`src/rtl/accumulator_cpu_core_8bit_assert.svh`:
```
// Assertion macros for the core's RTL; only acc8_exec.sv includes them.
// Each macro expects signals named clk and arst_n in the scope where it is used.
`ifndef ACCUMULATOR_CPU_CORE_8BIT_ASSERT_SVH
`define ACCUMULATOR_CPU_CORE_8BIT_ASSERT_SVH

// Same-cycle implication, disabled while reset is asserted.
`define ACC8_ASSERT_IMPLY(lbl, ante, cons, msg) \
	lbl: assert property (@(posedge clk) disable iff (!arst_n) (ante) |-> (cons)) \
		else $error(msg);

// Next-cycle implication, disabled while reset is asserted.
`define ACC8_ASSERT_NEXT(lbl, ante, cons, msg) \
	lbl: assert property (@(posedge clk) disable iff (!arst_n) (ante) |=> (cons)) \
		else $error(msg);

`endif

```
`src/rtl/acc8_pkg.sv`:
```
package acc8_pkg;

	localparam int unsigned StackLowDefault  = 224;
	localparam int unsigned StackHighDefault = 255;
	localparam int unsigned MemDepth         = 256;
	localparam int unsigned AddrW            = $clog2(MemDepth);

	// Command codes
	localparam logic [1:0] CMD_STEP  = 2'd0;
	localparam logic [1:0] CMD_WRITE = 2'd1;
	localparam logic [1:0] CMD_READ  = 2'd2;

	// Step status codes
	localparam logic [2:0] ST_OK        = 3'd0;
	localparam logic [2:0] ST_HALTED    = 3'd1;
	localparam logic [2:0] ST_INVALID   = 3'd2;
	localparam logic [2:0] ST_OVERFLOW  = 3'd3;
	localparam logic [2:0] ST_UNDERFLOW = 3'd4;

	// Opcodes
	localparam logic [7:0] OP_NOP  = 8'd0;
	localparam logic [7:0] OP_LDA  = 8'd1;
	localparam logic [7:0] OP_LDB  = 8'd2;
	localparam logic [7:0] OP_ADD  = 8'd3;
	localparam logic [7:0] OP_SUB  = 8'd4;
	localparam logic [7:0] OP_AND  = 8'd5;
	localparam logic [7:0] OP_OR   = 8'd6;
	localparam logic [7:0] OP_XOR  = 8'd7;
	localparam logic [7:0] OP_NOT  = 8'd8;
	localparam logic [7:0] OP_SHL  = 8'd9;
	localparam logic [7:0] OP_SHR  = 8'd10;
	localparam logic [7:0] OP_CMP  = 8'd11;
	localparam logic [7:0] OP_JZ   = 8'd12;
	localparam logic [7:0] OP_JNZ  = 8'd13;
	localparam logic [7:0] OP_JC   = 8'd14;
	localparam logic [7:0] OP_JMP  = 8'd15;
	localparam logic [7:0] OP_LDM  = 8'd16;
	localparam logic [7:0] OP_STM  = 8'd17;
	localparam logic [7:0] OP_PUSH = 8'd18;
	localparam logic [7:0] OP_POP  = 8'd19;
	localparam logic [7:0] OP_CALL = 8'd20;
	localparam logic [7:0] OP_RET  = 8'd21;
	localparam logic [7:0] OP_HALT = 8'd22;

	typedef struct packed {
		logic [1:0] command;
		logic [7:0] mem_address;
		logic [7:0] mem_write_data;
	} acc8_req_t;

	typedef struct packed {
		logic [2:0]  step_status;
		logic [7:0]  instruction_address;
		logic [7:0]  fetched_opcode;
		logic [7:0]  accumulator;
		logic [7:0]  second_register;
		logic [7:0]  next_pc;
		logic        zero_out;
		logic        carry_out;
		logic [7:0]  mem_read_data;
		logic [31:0] executed_count;
	} acc8_rsp_t;

	// One access to the unified memory
	typedef struct packed {
		logic             en;
		logic             we;
		logic [AddrW-1:0] addr;
		logic [7:0]       wdata;
	} acc8_mem_t;

endpackage

```
`src/rtl/acc8_mem.sv`:
```
module acc8_mem import acc8_pkg::*; (
	input  logic      clk,
	input  logic      arst_n,
	input  acc8_mem_t acc,
	output logic [7:0] rdata
);

	logic [7:0]          ram [MemDepth];
	logic [MemDepth-1:0] vld_q;
	logic [7:0]          rd_q;
	logic                rd_vld_q;

	always_ff @(posedge clk) begin
		if (acc.en && acc.we) begin
			ram[acc.addr] <= acc.wdata;
		end
		if (acc.en && !acc.we) begin
			rd_q <= ram[acc.addr];
		end
	end

	// Entries never written since reset read as zero.
	always_ff @(posedge clk or negedge arst_n) begin
		if (!arst_n) begin
			vld_q    <= '0;
			rd_vld_q <= 1'b0;
		end else begin
			if (acc.en && acc.we) begin
				vld_q[acc.addr] <= 1'b1;
			end
			if (acc.en && !acc.we) begin
				rd_vld_q <= vld_q[acc.addr];
			end
		end
	end

	assign rdata = rd_vld_q ? rd_q : 8'd0;

endmodule

```
`src/rtl/acc8_exec.sv`:
```
module acc8_exec import acc8_pkg::*; #(
	parameter int unsigned STACK_LOW_ADDR  = StackLowDefault,
	parameter int unsigned STACK_HIGH_ADDR = StackHighDefault
) (
	input  logic       clk,
	input  logic       arst_n,
	input  logic       start,
	input  acc8_req_t  item,
	output logic       idle,
	output logic       fin,
	output acc8_rsp_t  rsp,
	output acc8_mem_t  mem,
	input  logic [7:0] mem_rdata
);

	`include "accumulator_cpu_core_8bit_assert.svh"

	localparam logic [7:0] LowAddr  = 8'(STACK_LOW_ADDR);
	localparam logic [7:0] HighAddr = 8'(STACK_HIGH_ADDR);

	localparam logic [2:0] S_IDLE = 3'd0;
	localparam logic [2:0] S_RDM  = 3'd1;
	localparam logic [2:0] S_OPC  = 3'd2;
	localparam logic [2:0] S_OPD  = 3'd3;
	localparam logic [2:0] S_LDA  = 3'd4;
	localparam logic [2:0] S_POP  = 3'd5;

	typedef struct packed {
		logic [7:0] res;
		logic       c;
	} acc8_alu_t;

	function automatic acc8_alu_t alu_f(input logic [7:0] op, input logic [7:0] a,
		input logic [7:0] b);
		acc8_alu_t r;
		logic [8:0] wide;
		r    = '0;
		wide = '0;
		unique case (op) inside
			OP_ADD: begin
				wide  = {1'b0, a} + {1'b0, b};
				r.res = wide[7:0];
				r.c   = wide[8];
			end
			OP_SUB: begin
				wide  = {1'b0, a} - {1'b0, b};
				r.res = wide[7:0];
				r.c   = wide[8];
			end
			OP_AND: r.res = a & b;
			OP_OR:  r.res = a | b;
			OP_XOR: r.res = a ^ b;
			OP_NOT: r.res = ~a;
			OP_SHL: begin
				r.res = {a[6:0], 1'b0};
				r.c   = a[7];
			end
			OP_SHR: begin
				r.res = {1'b0, a[7:1]};
				r.c   = a[0];
			end
			default: r = '0;
		endcase
		return r;
	endfunction

	logic [2:0]  state_q, state_d;
	logic [7:0]  a_q, a_d, b_q, b_d, pc_q, pc_d, sp_q, sp_d;
	logic [7:0]  pc0_q, pc0_d, opc_q, opc_d;
	logic        z_q, z_d, c_q, c_d, halt_q, halt_d;
	logic [31:0] cnt_q, cnt_d;

	logic [2:0]  status;
	logic [7:0]  op_seen, rd_byte, sp_push, sp_pop;
	logic        push_ovf, pop_unf;
	acc8_alu_t   alu;

	// Stack pointer of zero means empty; the stack grows down from the high address.
	assign push_ovf = (sp_q != 8'd0) && (sp_q <= LowAddr);
	assign sp_push  = (sp_q == 8'd0) ? HighAddr : sp_q - 8'd1;
	assign pop_unf  = sp_q < LowAddr;
	assign sp_pop   = (sp_q == HighAddr) ? 8'd0 : sp_q + 8'd1;
	assign alu      = alu_f(mem_rdata, a_q, b_q);

	always_comb begin
		state_d = state_q;
		a_d     = a_q;
		b_d     = b_q;
		pc_d    = pc_q;
		sp_d    = sp_q;
		z_d     = z_q;
		c_d     = c_q;
		halt_d  = halt_q;
		cnt_d   = cnt_q;
		opc_d   = opc_q;
		pc0_d   = pc0_q;
		mem     = '0;
		fin     = 1'b0;
		status  = ST_OK;
		op_seen = 8'd0;
		rd_byte = 8'd0;
		unique case (state_q)
			S_IDLE: begin
				if (start) begin
					pc0_d = pc_q;
					unique case (item.command)
						CMD_STEP: begin
							mem.en   = 1'b1;
							mem.addr = pc_q;
							state_d  = S_OPC;
						end
						CMD_WRITE: begin
							mem.en    = 1'b1;
							mem.we    = 1'b1;
							mem.addr  = item.mem_address;
							mem.wdata = item.mem_write_data;
							fin       = 1'b1;
						end
						CMD_READ: begin
							mem.en   = 1'b1;
							mem.addr = item.mem_address;
							state_d  = S_RDM;
						end
						default: fin = 1'b1;
					endcase
				end
			end
			S_RDM: begin
				rd_byte = mem_rdata;
				fin     = 1'b1;
				state_d = S_IDLE;
			end
			S_OPC: begin
				op_seen = mem_rdata;
				opc_d   = mem_rdata;
				state_d = S_IDLE;
				if (halt_q) begin
					status = ST_HALTED;
					fin    = 1'b1;
				end else begin
					cnt_d = cnt_q + 32'd1;
					pc_d  = pc_q + 8'd1;
					fin   = 1'b1;
					unique case (mem_rdata) inside
						OP_NOP: ;
						OP_LDA, OP_LDB, OP_JZ, OP_JNZ, OP_JC, OP_JMP, OP_LDM, OP_STM,
						OP_CALL: begin
							mem.en   = 1'b1;
							mem.addr = pc_q + 8'd1;
							fin      = 1'b0;
							state_d  = S_OPD;
						end
						OP_ADD, OP_SUB, OP_AND, OP_OR, OP_XOR, OP_NOT, OP_SHL,
						OP_SHR: begin
							a_d = alu.res;
							z_d = (alu.res == 8'd0);
							c_d = alu.c;
						end
						OP_CMP: begin
							z_d = (a_q == b_q);
							c_d = (a_q < b_q);
						end
						OP_PUSH: begin
							if (push_ovf) begin
								halt_d = 1'b1;
								status = ST_OVERFLOW;
							end else begin
								sp_d      = sp_push;
								mem.en    = 1'b1;
								mem.we    = 1'b1;
								mem.addr  = sp_push;
								mem.wdata = a_q;
							end
						end
						OP_POP, OP_RET: begin
							if (pop_unf) begin
								halt_d = 1'b1;
								status = ST_UNDERFLOW;
							end else begin
								mem.en   = 1'b1;
								mem.addr = sp_q;
								fin      = 1'b0;
								state_d  = S_POP;
							end
						end
						OP_HALT: begin
							halt_d = 1'b1;
							status = ST_HALTED;
						end
						default: begin
							halt_d = 1'b1;
							status = ST_INVALID;
						end
					endcase
				end
			end
			S_OPD: begin
				op_seen = opc_q;
				pc_d    = pc_q + 8'd1;
				fin     = 1'b1;
				state_d = S_IDLE;
				unique case (opc_q) inside
					OP_LDA: begin
						a_d = mem_rdata;
						z_d = (mem_rdata == 8'd0);
					end
					OP_LDB: begin
						b_d = mem_rdata;
						z_d = (mem_rdata == 8'd0);
					end
					OP_JZ: begin
						if (z_q) begin
							pc_d = mem_rdata;
						end
					end
					OP_JNZ: begin
						if (!z_q) begin
							pc_d = mem_rdata;
						end
					end
					OP_JC: begin
						if (c_q) begin
							pc_d = mem_rdata;
						end
					end
					OP_JMP: pc_d = mem_rdata;
					OP_LDM: begin
						mem.en   = 1'b1;
						mem.addr = mem_rdata;
						fin      = 1'b0;
						state_d  = S_LDA;
					end
					OP_STM: begin
						mem.en    = 1'b1;
						mem.we    = 1'b1;
						mem.addr  = mem_rdata;
						mem.wdata = a_q;
					end
					OP_CALL: begin
						if (push_ovf) begin
							halt_d = 1'b1;
							status = ST_OVERFLOW;
						end else begin
							sp_d      = sp_push;
							mem.en    = 1'b1;
							mem.we    = 1'b1;
							mem.addr  = sp_push;
							mem.wdata = pc_q + 8'd1;
							pc_d      = mem_rdata;
						end
					end
					default: ;
				endcase
			end
			S_LDA: begin
				op_seen = opc_q;
				a_d     = mem_rdata;
				z_d     = (mem_rdata == 8'd0);
				fin     = 1'b1;
				state_d = S_IDLE;
			end
			S_POP: begin
				op_seen = opc_q;
				sp_d    = sp_pop;
				if (opc_q == OP_POP) begin
					a_d = mem_rdata;
					z_d = (mem_rdata == 8'd0);
				end else begin
					pc_d = mem_rdata;
				end
				fin     = 1'b1;
				state_d = S_IDLE;
			end
			default: state_d = S_IDLE;
		endcase
	end

	always_ff @(posedge clk or negedge arst_n) begin
		if (!arst_n) begin
			state_q <= S_IDLE;
			a_q     <= 8'd0;
			b_q     <= 8'd0;
			pc_q    <= 8'd0;
			sp_q    <= 8'd0;
			z_q     <= 1'b0;
			c_q     <= 1'b0;
			halt_q  <= 1'b0;
			cnt_q   <= 32'd0;
		end else begin
			state_q <= state_d;
			a_q     <= a_d;
			b_q     <= b_d;
			pc_q    <= pc_d;
			sp_q    <= sp_d;
			z_q     <= z_d;
			c_q     <= c_d;
			halt_q  <= halt_d;
			cnt_q   <= cnt_d;
		end
	end

	always_ff @(posedge clk) begin
		pc0_q <= pc0_d;
		opc_q <= opc_d;
	end

	assign idle = (state_q == S_IDLE);

	always_comb begin
		rsp                     = '0;
		rsp.step_status         = status;
		rsp.instruction_address = (state_q == S_IDLE) ? pc_q : pc0_q;
		rsp.fetched_opcode      = op_seen;
		rsp.accumulator         = a_d;
		rsp.second_register     = b_d;
		rsp.next_pc             = pc_d;
		rsp.zero_out            = z_d;
		rsp.carry_out           = c_d;
		rsp.mem_read_data       = rd_byte;
		rsp.executed_count      = cnt_d;
	end

	`ACC8_ASSERT_IMPLY(a_start_when_idle, start, state_q == S_IDLE, "request started while busy")
	`ACC8_ASSERT_NEXT(a_halt_sticky, halt_q, halt_q, "halted flag cleared without reset")
	`ACC8_ASSERT_NEXT(a_count_step, 1'b1, (cnt_q == $past(cnt_q)) || (cnt_q == $past(cnt_q) + 32'd1), "fetch count jumped")
	`ACC8_ASSERT_IMPLY(a_read_issued, (state_q == S_RDM) || (state_q == S_OPC) || (state_q == S_OPD) || (state_q == S_LDA) || (state_q == S_POP), $past(mem.en && !mem.we), "memory data used without a read")

endmodule

```
`src/rtl/accumulator_cpu_core_8bit.sv`:
```
// 8-bit accumulator CPU with a 256-byte unified memory, driven one request at a time.
// The req channel carries a command (step, write byte, read byte) with an address and
// data byte; the rsp channel returns one response per request with the status, the
// program counter and opcode seen before a step, the registers and flags afterward,
// the byte read and the running count of opcodes fetched while not halted.
// Both channels use valid/ready. A one-entry request buffer lets the next request be
// accepted while the core works, and a response register holds a finished response
// until it is taken; the core starts a request only when that register is free, so a
// stalled receiver stops the core after one waiting response and one buffered request.
// Timing is set by the single memory port: one access per cycle, read data registered.
// A write finishes as the core starts it and a read once its byte returns. A step
// reads the opcode; an immediate load, jump, store, call or memory load then reads
// its operand, a pop or return reads the stack, and a memory load then reads the
// addressed byte. The response becomes valid in the cycle after the core finishes.
// Reset clears the registers, flags, stack pointer, halted flag and counter, and marks
// every memory byte as zero through per-byte valid bits, so no clearing pass is needed.
module accumulator_cpu_core_8bit import acc8_pkg::*; #(
	parameter int unsigned STACK_LOW_ADDR  = StackLowDefault,
	parameter int unsigned STACK_HIGH_ADDR = StackHighDefault
) (
	input  logic      clk,
	input  logic      arst_n,
	input  logic      req_valid,
	output logic      req_ready,
	input  acc8_req_t req,
	output logic      rsp_valid,
	input  logic      rsp_ready,
	output acc8_rsp_t rsp
);

	// Request buffer between the input channel and the core.
	logic      buf_v_q;
	acc8_req_t buf_q;

	// Response register in front of the output channel.
	logic      rsp_valid_q;
	acc8_rsp_t rsp_q;

	logic       eng_idle, eng_fin, out_free, take;
	acc8_rsp_t  eng_rsp;
	acc8_mem_t  mem_acc;
	logic [7:0] mem_rdata;

	// The core begins a request only if its response will have somewhere to go.
	assign out_free  = !rsp_valid_q || rsp_ready;
	assign take      = buf_v_q && eng_idle && out_free;
	assign req_ready = !buf_v_q || take;

	always_ff @(posedge clk or negedge arst_n) begin
		if (!arst_n) begin
			buf_v_q <= 1'b0;
		end else if (req_valid && req_ready) begin
			buf_v_q <= 1'b1;
		end else if (take) begin
			buf_v_q <= 1'b0;
		end
	end

	always_ff @(posedge clk) begin
		if (req_valid && req_ready) begin
			buf_q <= req;
		end
	end

	acc8_exec #(
		.STACK_LOW_ADDR (STACK_LOW_ADDR),
		.STACK_HIGH_ADDR(STACK_HIGH_ADDR)
	) u_exec (
		.clk      (clk),
		.arst_n   (arst_n),
		.start    (take),
		.item     (buf_q),
		.idle     (eng_idle),
		.fin      (eng_fin),
		.rsp      (eng_rsp),
		.mem      (mem_acc),
		.mem_rdata(mem_rdata)
	);

	acc8_mem u_mem (
		.clk   (clk),
		.arst_n(arst_n),
		.acc   (mem_acc),
		.rdata (mem_rdata)
	);

	// A finishing request always finds the response register free, since the
	// core held off its start until the previous response had left.
	always_ff @(posedge clk or negedge arst_n) begin
		if (!arst_n) begin
			rsp_valid_q <= 1'b0;
		end else if (eng_fin) begin
			rsp_valid_q <= 1'b1;
		end else if (rsp_ready) begin
			rsp_valid_q <= 1'b0;
		end
	end

	always_ff @(posedge clk) begin
		if (eng_fin) begin
			rsp_q <= eng_rsp;
		end
	end

	assign rsp_valid = rsp_valid_q;
	assign rsp       = rsp_q;

endmodule

```
`config.mk`:
```
export PLATFORM = sky130hd
export DESIGN_NAME = accumulator_cpu_core_8bit
export DESIGN_NICKNAME = d
export VERILOG_FILES = /design/src/rtl/acc8_pkg.sv /design/src/rtl/acc8_mem.sv /design/src/rtl/acc8_exec.sv /design/src/rtl/accumulator_cpu_core_8bit.sv
export VERILOG_INCLUDE_DIRS = /design/src /design/src/rtl
export SDC_FILE = /design/constraint.sdc
export NUM_CORES = 2
export LEC_CHECK = 0
export ABC_CLOCK_PERIOD_IN_PS = 9090
export BUFFER_PORTS_ARGS = -buffer_cell sky130_fd_sc_hd__buf_2
export CAP_MARGIN = 10
export CORE_MARGIN = 2
export CORE_UTILIZATION = 50
export DETAILED_ROUTE_END_ITERATION = 10
export PLACE_DENSITY_LB_ADDON = 0.12
export SYNTH_ARGS = -nofsm -noshare
export SYNTH_HDL_FRONTEND = slang
export SYNTH_HIERARCHICAL = 1
export SYNTH_SLANG_ARGS = --single-unit
```
`constraint.sdc`:
```
create_clock -name clk -period 9.09 [get_ports clk]
set_input_delay 1.818 -clock clk [delete_from_list [all_inputs] [get_ports clk]]
set_output_delay 1.818 -clock clk [all_outputs]
set_load 0.05 [all_outputs]
```
==> After elaboration in Yosys (flattened, before gate mapping) <==
Memories as Yosys holds them, arrays and structs flattened. A register that Yosys moved wholly into a read port is not among the register bits.
Cells that the tools add are included.
{ "word_totals": {"regBits": 448, "ramBits": 2048, "in_bits": 22, "elab_cells": 221, "memories": 1} }
{ "memory_table": {"columns": ["name", "words", "word_bits", "rd", "rd_clocked_by_memory_dff", "wr", "line", "text"], "rows": [
  ["u_mem.ram", 256, 8, 1, 1, 1, "acc8_mem.sv:8", "logic [7:0] ram [MemDepth];"]
]} }
{ "op_classes": {"add_sub_neg": 6, "magnitude_cmp": 5, "eq_ne": 47, "muxes": 92, "bitwise_logic": 5, "reduce_logical": 37} }
{ "ops": {"columns": ["op", "count"], "rows": [
  ["256-bit bitwise OR", 1],
  ["8-bit two-way mux", 23],
  ["8-bit by 4-bit == test with 1-bit output, second input constant", 12],
  ["8-bit by 5-bit == test with 1-bit output, second input constant", 11],
  ["18-bit two-way mux", 4],
  ["8-bit one-hot mux with 3 select lines", 3],
  ["32-bit two-way mux", 2],
  ["8-bit one-hot mux with 2 select lines", 4],
  ["8-bit one-hot mux with 8 select lines", 1],
  ["18-bit one-hot mux with 3 select lines", 1],
  ["8-bit one-hot mux with 5 select lines", 1],
  ["32-bit by 1-bit adder with 32-bit output, second input constant", 1],
  ["8-bit by 3-bit == test with 1-bit output, second input constant", 4],
  ["8-bit one-hot mux with 4 select lines", 1],
  ["1-bit two-way mux", 26],
  ["8-bit by 2-bit == test with 1-bit output, second input constant", 3],
  ["8-bit logical NOT", 3],
  ["3-bit two-way mux", 7],
  ["19-bit OR reduction", 1],
  ["3-bit one-hot mux with 2 select lines", 3],
  ["8-bit by 1-bit adder with 8-bit output, second input constant", 2],
  ["8-bit by 1-bit == test with 1-bit output, second input constant", 2],
  ["1-bit one-hot mux with 2 select lines", 6],
  ["1-bit one-hot mux with 4 select lines", 3],
  ["43 further kinds", 67]
]} }

==> Logic depth before layout (Yosys ltp) <==
{ "logic_depth": {"depth_word": 11, "ltp_mapped": 21, "depth_no_buf": 15} }

==> Cells and area by module <==
Netlist, hierarchy kept.
{ "by_module_without_submodules": {"columns": ["module", "n_inst", "cells_per_inst", "area_per_inst_um2", "seq_area_each_um2"], "rows": [
  ["acc8_mem", 1, 4163, 89742.3, 68170.4],
  ["acc8_exec", 1, 805, 6946.7, 2232.1],
  ["accumulator_cpu_core_8bit", 1, 116, 3200.6, 3143.0]
]} }

==> Worst setup path before layout <==
No wires, ideal clock.
{ "synth_timing": {"path_kind": "input-to-reg", "from": "input rsp_ready", "to": "register rsp_q, in the netlist rsp[0], enable pin", "arrival_ns": 6.687, "required_time_ns": 8.524, "slack_ns": 1.838, "cell_stages": 6, "n_path_buf": 0, "path_cell_list": "nand2b_1 -> and3_1 -> nand2_1 -> inv_1 -> a21oi_1 -> a22oi_1"} }
{ "synth_via": {"elab_chain_len": 4} }
{ "synth_lines": {"columns": ["element", "line", "text"], "rows": [
  ["start, declared", "accumulator_cpu_core_8bit.sv:27", "input logic rsp_ready,"],
  ["1-bit logical OR", "accumulator_cpu_core_8bit.sv:45", "assign out_free = !rsp_valid_q || rsp_ready;"],
  ["1-bit logical AND", "accumulator_cpu_core_8bit.sv:46", "assign take = buf_v_q && eng_idle && out_free;"],
  ["named net take", "accumulator_cpu_core_8bit.sv:39", "logic eng_idle, eng_fin, out_free, take;"],
  ["1-bit two-way mux", "acc8_exec.sv:104", "if (start) begin"],
  ["1-bit one-hot mux with 4 select lines", "acc8_exec.sv:102", "unique case (state_q)"],
  ["named net eng_fin", "accumulator_cpu_core_8bit.sv:39", null],
  ["end signal, assigned", "accumulator_cpu_core_8bit.sv:101", "rsp_q <= eng_rsp;"],
  ["end, declared", "accumulator_cpu_core_8bit.sv:37", "acc8_rsp_t rsp_q;"]
]} }
The timed path passes the listed nets, and every way through them passes these cells.
A chain may end at the register's enable or synchronous reset.

==> flow_metrics.tcl <==
set metrics [dict create \
    start_util_pct 50.1 \
    wl_per_cell_um 32.9 \
    insertion_delay_ns 0.93 \
    grt_pass1_vias 51800 \
    fin_skew_ns 0.0463 \
    path_depth 16 \
    firstDrtPassIters 6 \
    cp-start-kind "flop" \
    reg2reg_depth 16 \
    max_freq_ghz 0.137 \
    area_growth_pct 12.4 \
    synth-edff-count 2175 \
    finalNonFillerCells 8174 \
    die_y_um 451 \
    finalSetupTns_ns 0 \
    wl_mm 269 \
    cts_buffer_depth 4 \
    cp-startpoint "u_mem/rd_vld_q" \
    syn_inst 5084 \
    place_area_mm2 0.104 \
    final_cell_mix "edfxtp_1 (2175), mux4_2 (655), nor2_1 (340), dfrtp_1 (329), clkbuf_16 (284)" \
    crit_chain "and2_1 -> nor2b_1 -> nand2_1 -> a21oi_1 -> o21a_1 -> o21ai_1 -> buf_4 -> o21ai_4 -> buf_4 -> buf_12 -> mux4_2 -> mux2i_1 -> o22ai_1 -> o21ai_0 -> nand3_1 -> or4_1" \
    cts_setup_buffers 0 \
    synth_area_per_cell_um2 19.6 \
    leakagePower_nw 38.5 \
    layout_commonest_cell "edfxtp_1" \
    cp_common_cell "buf_4" \
    cts_hold_buf 0 \
    powerDensity_mw_per_mm2 270 \
    num_rows 164 \
    ys_warn_count 6 \
    overflow 0 \
    layout.nets 5365 \
    hold_viol_final 0 \
    via_per_inst 6.33 \
    synthArstFlopShare_pct 13.1 \
    core_area_mm2 0.199 \
    cts_tree "yes" \
    ir_worst_vdd_v 0.000206 \
    drtIter0Drc 6718 \
    status "complete, no violations" \
    vias 51800 \
    slew_headroom_pct 5.55 \
    place_inst 7682 \
    hold_path.class "flop to flop" \
    design_area_mm2 0.112 \
    path_buf_inv 3 \
    crit_family "compound AO/OA/AOI/OAI gates" \
    grt_setup_unrepaired "no" \
    h-tree-depth 5 \
    dpl.hpwl_mm 163 \
    die_w_um 451 \
    numPortBuffers 108 \
    cp_max_fo 58 \
    setup_viol 0 \
    gp_congestion 0.907 \
    drv_cap 0 \
    synth.distinct_cells 95 \
    syn_nets 5140 \
    clk_pin_slew_ns 0.06 \
    crit_required_ns 9.75 \
    drtAntennaViolNets 0 \
    arrival_ns 7.97 \
    drive_above_1_share_pct 29.0 \
    rr_startpoint "u_mem/rd_vld_q" \
    drcViolationCount 0 \
    ys_seq_elements 2504 \
    worst_pin_slew_ns 1.42 \
    clockRootBuffer "clkbuf_16" \
    period_minus_slack_ns 7.31 \
    syn_area_mm2 0.0999 \
    yosysSeqAreaShare_pct 73.6 \
    final_max_slew_viol_count 0 \
    clock_sinks 2504 \
    grt_max_degree 209 \
    critical_path.endpoint_type "flop" \
    die-area_mm2 0.203 \
    period_share_pct 80.4 \
    antenna_found_initial 12 \
    grt.total_usage_pct 26.6 \
    cts_buffers 278 \
    crit_slowest_cell "o21ai_0" \
    hold_depth 1 \
    postCtsResizedCells 0 \
    hp-start "u_mem/vld_q[97]" \
    path_class "flop to flop" \
    io_pins 109 \
    ys.flop_type "edfxtp_1" \
    grt_pass1_wl_mm 386 \
    slowest_delay_ns 0.78 \
]
## through the flow
stage          total power, mW  setup WS [ns]  util (%)  hold slack, ns
6_report                  30.3           1.78      56.4           0.460
5_1_grt                   31.2           1.48      56.4           0.467
4_1_cts                   30.5           1.89      56.4           0.463
3_5_place_dp              19.8           1.64      52.0           0.448
3_3_place_gp              19.8           1.59      52.0           0.443
2_1_floorplan             17.7           1.84         -           0.423
## cells by family after synthesis
| family | share of synthesized area, % |
|---|---|
| flip-flops | 73.6 |
| AND/OR/NAND/NOR | 5.31 |
| multiplexers | 15.7 |
| AO/OA/AOI/OAI | 2.77 |
| buffers and inverters | 1.70 |
| XOR/XNOR | 0.465 |
| adder cells (fa/ha/maj) | 0.441 |
## metal layers
metal | share of wire [%] | vias to the layer above | wire (µm) | track usage, %
met5 | 0.0078 | - | 21 | 0
met4 | 3.8 | 4 | 10300 | 9.67
met3 | 8.4 | 456 | 22500 | 5.31
met2 | 46 | 2458 | 125000 | 40.3
met1 | 41 | 27800 | 111000 | 38.6
li1 | - | 21000 | - | -
## where the power goes
group	switching [mW]	internal, mW
clock	4.38	6.33
sequential	0.216	13.2
combinational	4.18	1.98
## Yosys cell counts (15+ instances only)
cell	instances	area share, %
a211oi_1	19	0.14
a21oi_1	73	0.37
a221o_1	21	0.21
a22o_1	29	0.25
a22oi_1	73	0.55
and2_1	27	0.17
and3_1	19	0.12
buf_1	35	0.13
buf_2	80	0.40
buf_4	29	0.22
buf_6	28	0.32
clkbuf_1	102	0.38
dfrtp_1	329	8.2
edfxtp_1	2175	65
ha_1	32	0.40
inv_1	42	0.16
mux2_2	19	0.21
mux2i_1	69	0.69
mux4_2	655	15
nand2_1	158	0.59
nand2b_1	15	0.094
nand3_1	53	0.27
nand4_1	24	0.15
nor2_1	341	1.3
nor2b_1	30	0.19
nor3_1	35	0.18
o21ai_0	47	0.24
o22ai_1	23	0.14
or2_2	263	1.6
xnor2_1	34	0.30
xor2_1	19	0.17
## worst reg2reg max path: cells and delay by family, from the launching register on
kind,cells,cell delay [ns]
AOI/OAI and AO/OA,6,2.20
buffers and inverters,3,1.08
DFF,1,0.51
muxes,2,1.10
and+or+nand+nor,5,2.16
## flip-flops by register name, indices dropped and copies added, names as in the netlist, 18 cells and up
register      flops
u_exec/cnt_q     32
rsp              85
u_mem/vld_q     256
u_mem/ram      2048
buf_q            18
## final cells by class
class	instances	area (µm²)
inverter	44	180
antenna	4	10.0
tap	2656	3320
clock buffer	390	7770
clock inverter	95	851
timing repair buffer	225	1700
sequential	2504	73500
fill	14900	86900
multi-input combinational	2256	24900
## worst paths after layout
path / to / slack (ns)
setup / recovery: u_mem/rd_q[5] / 1.78
hold / removal: u_mem/vld_q[97] / 0.46
setup reg to reg: u_mem/rd_q[5] / 1.78
hold reg to reg: u_mem/vld_q[97] / 0.46
max in group asynchronous: u_mem/vld_q[69] / 6.77
min in group asynchronous: u_exec/b_q[1] / 0.90
Note: power is estimated with default switching activity, not from simulation.
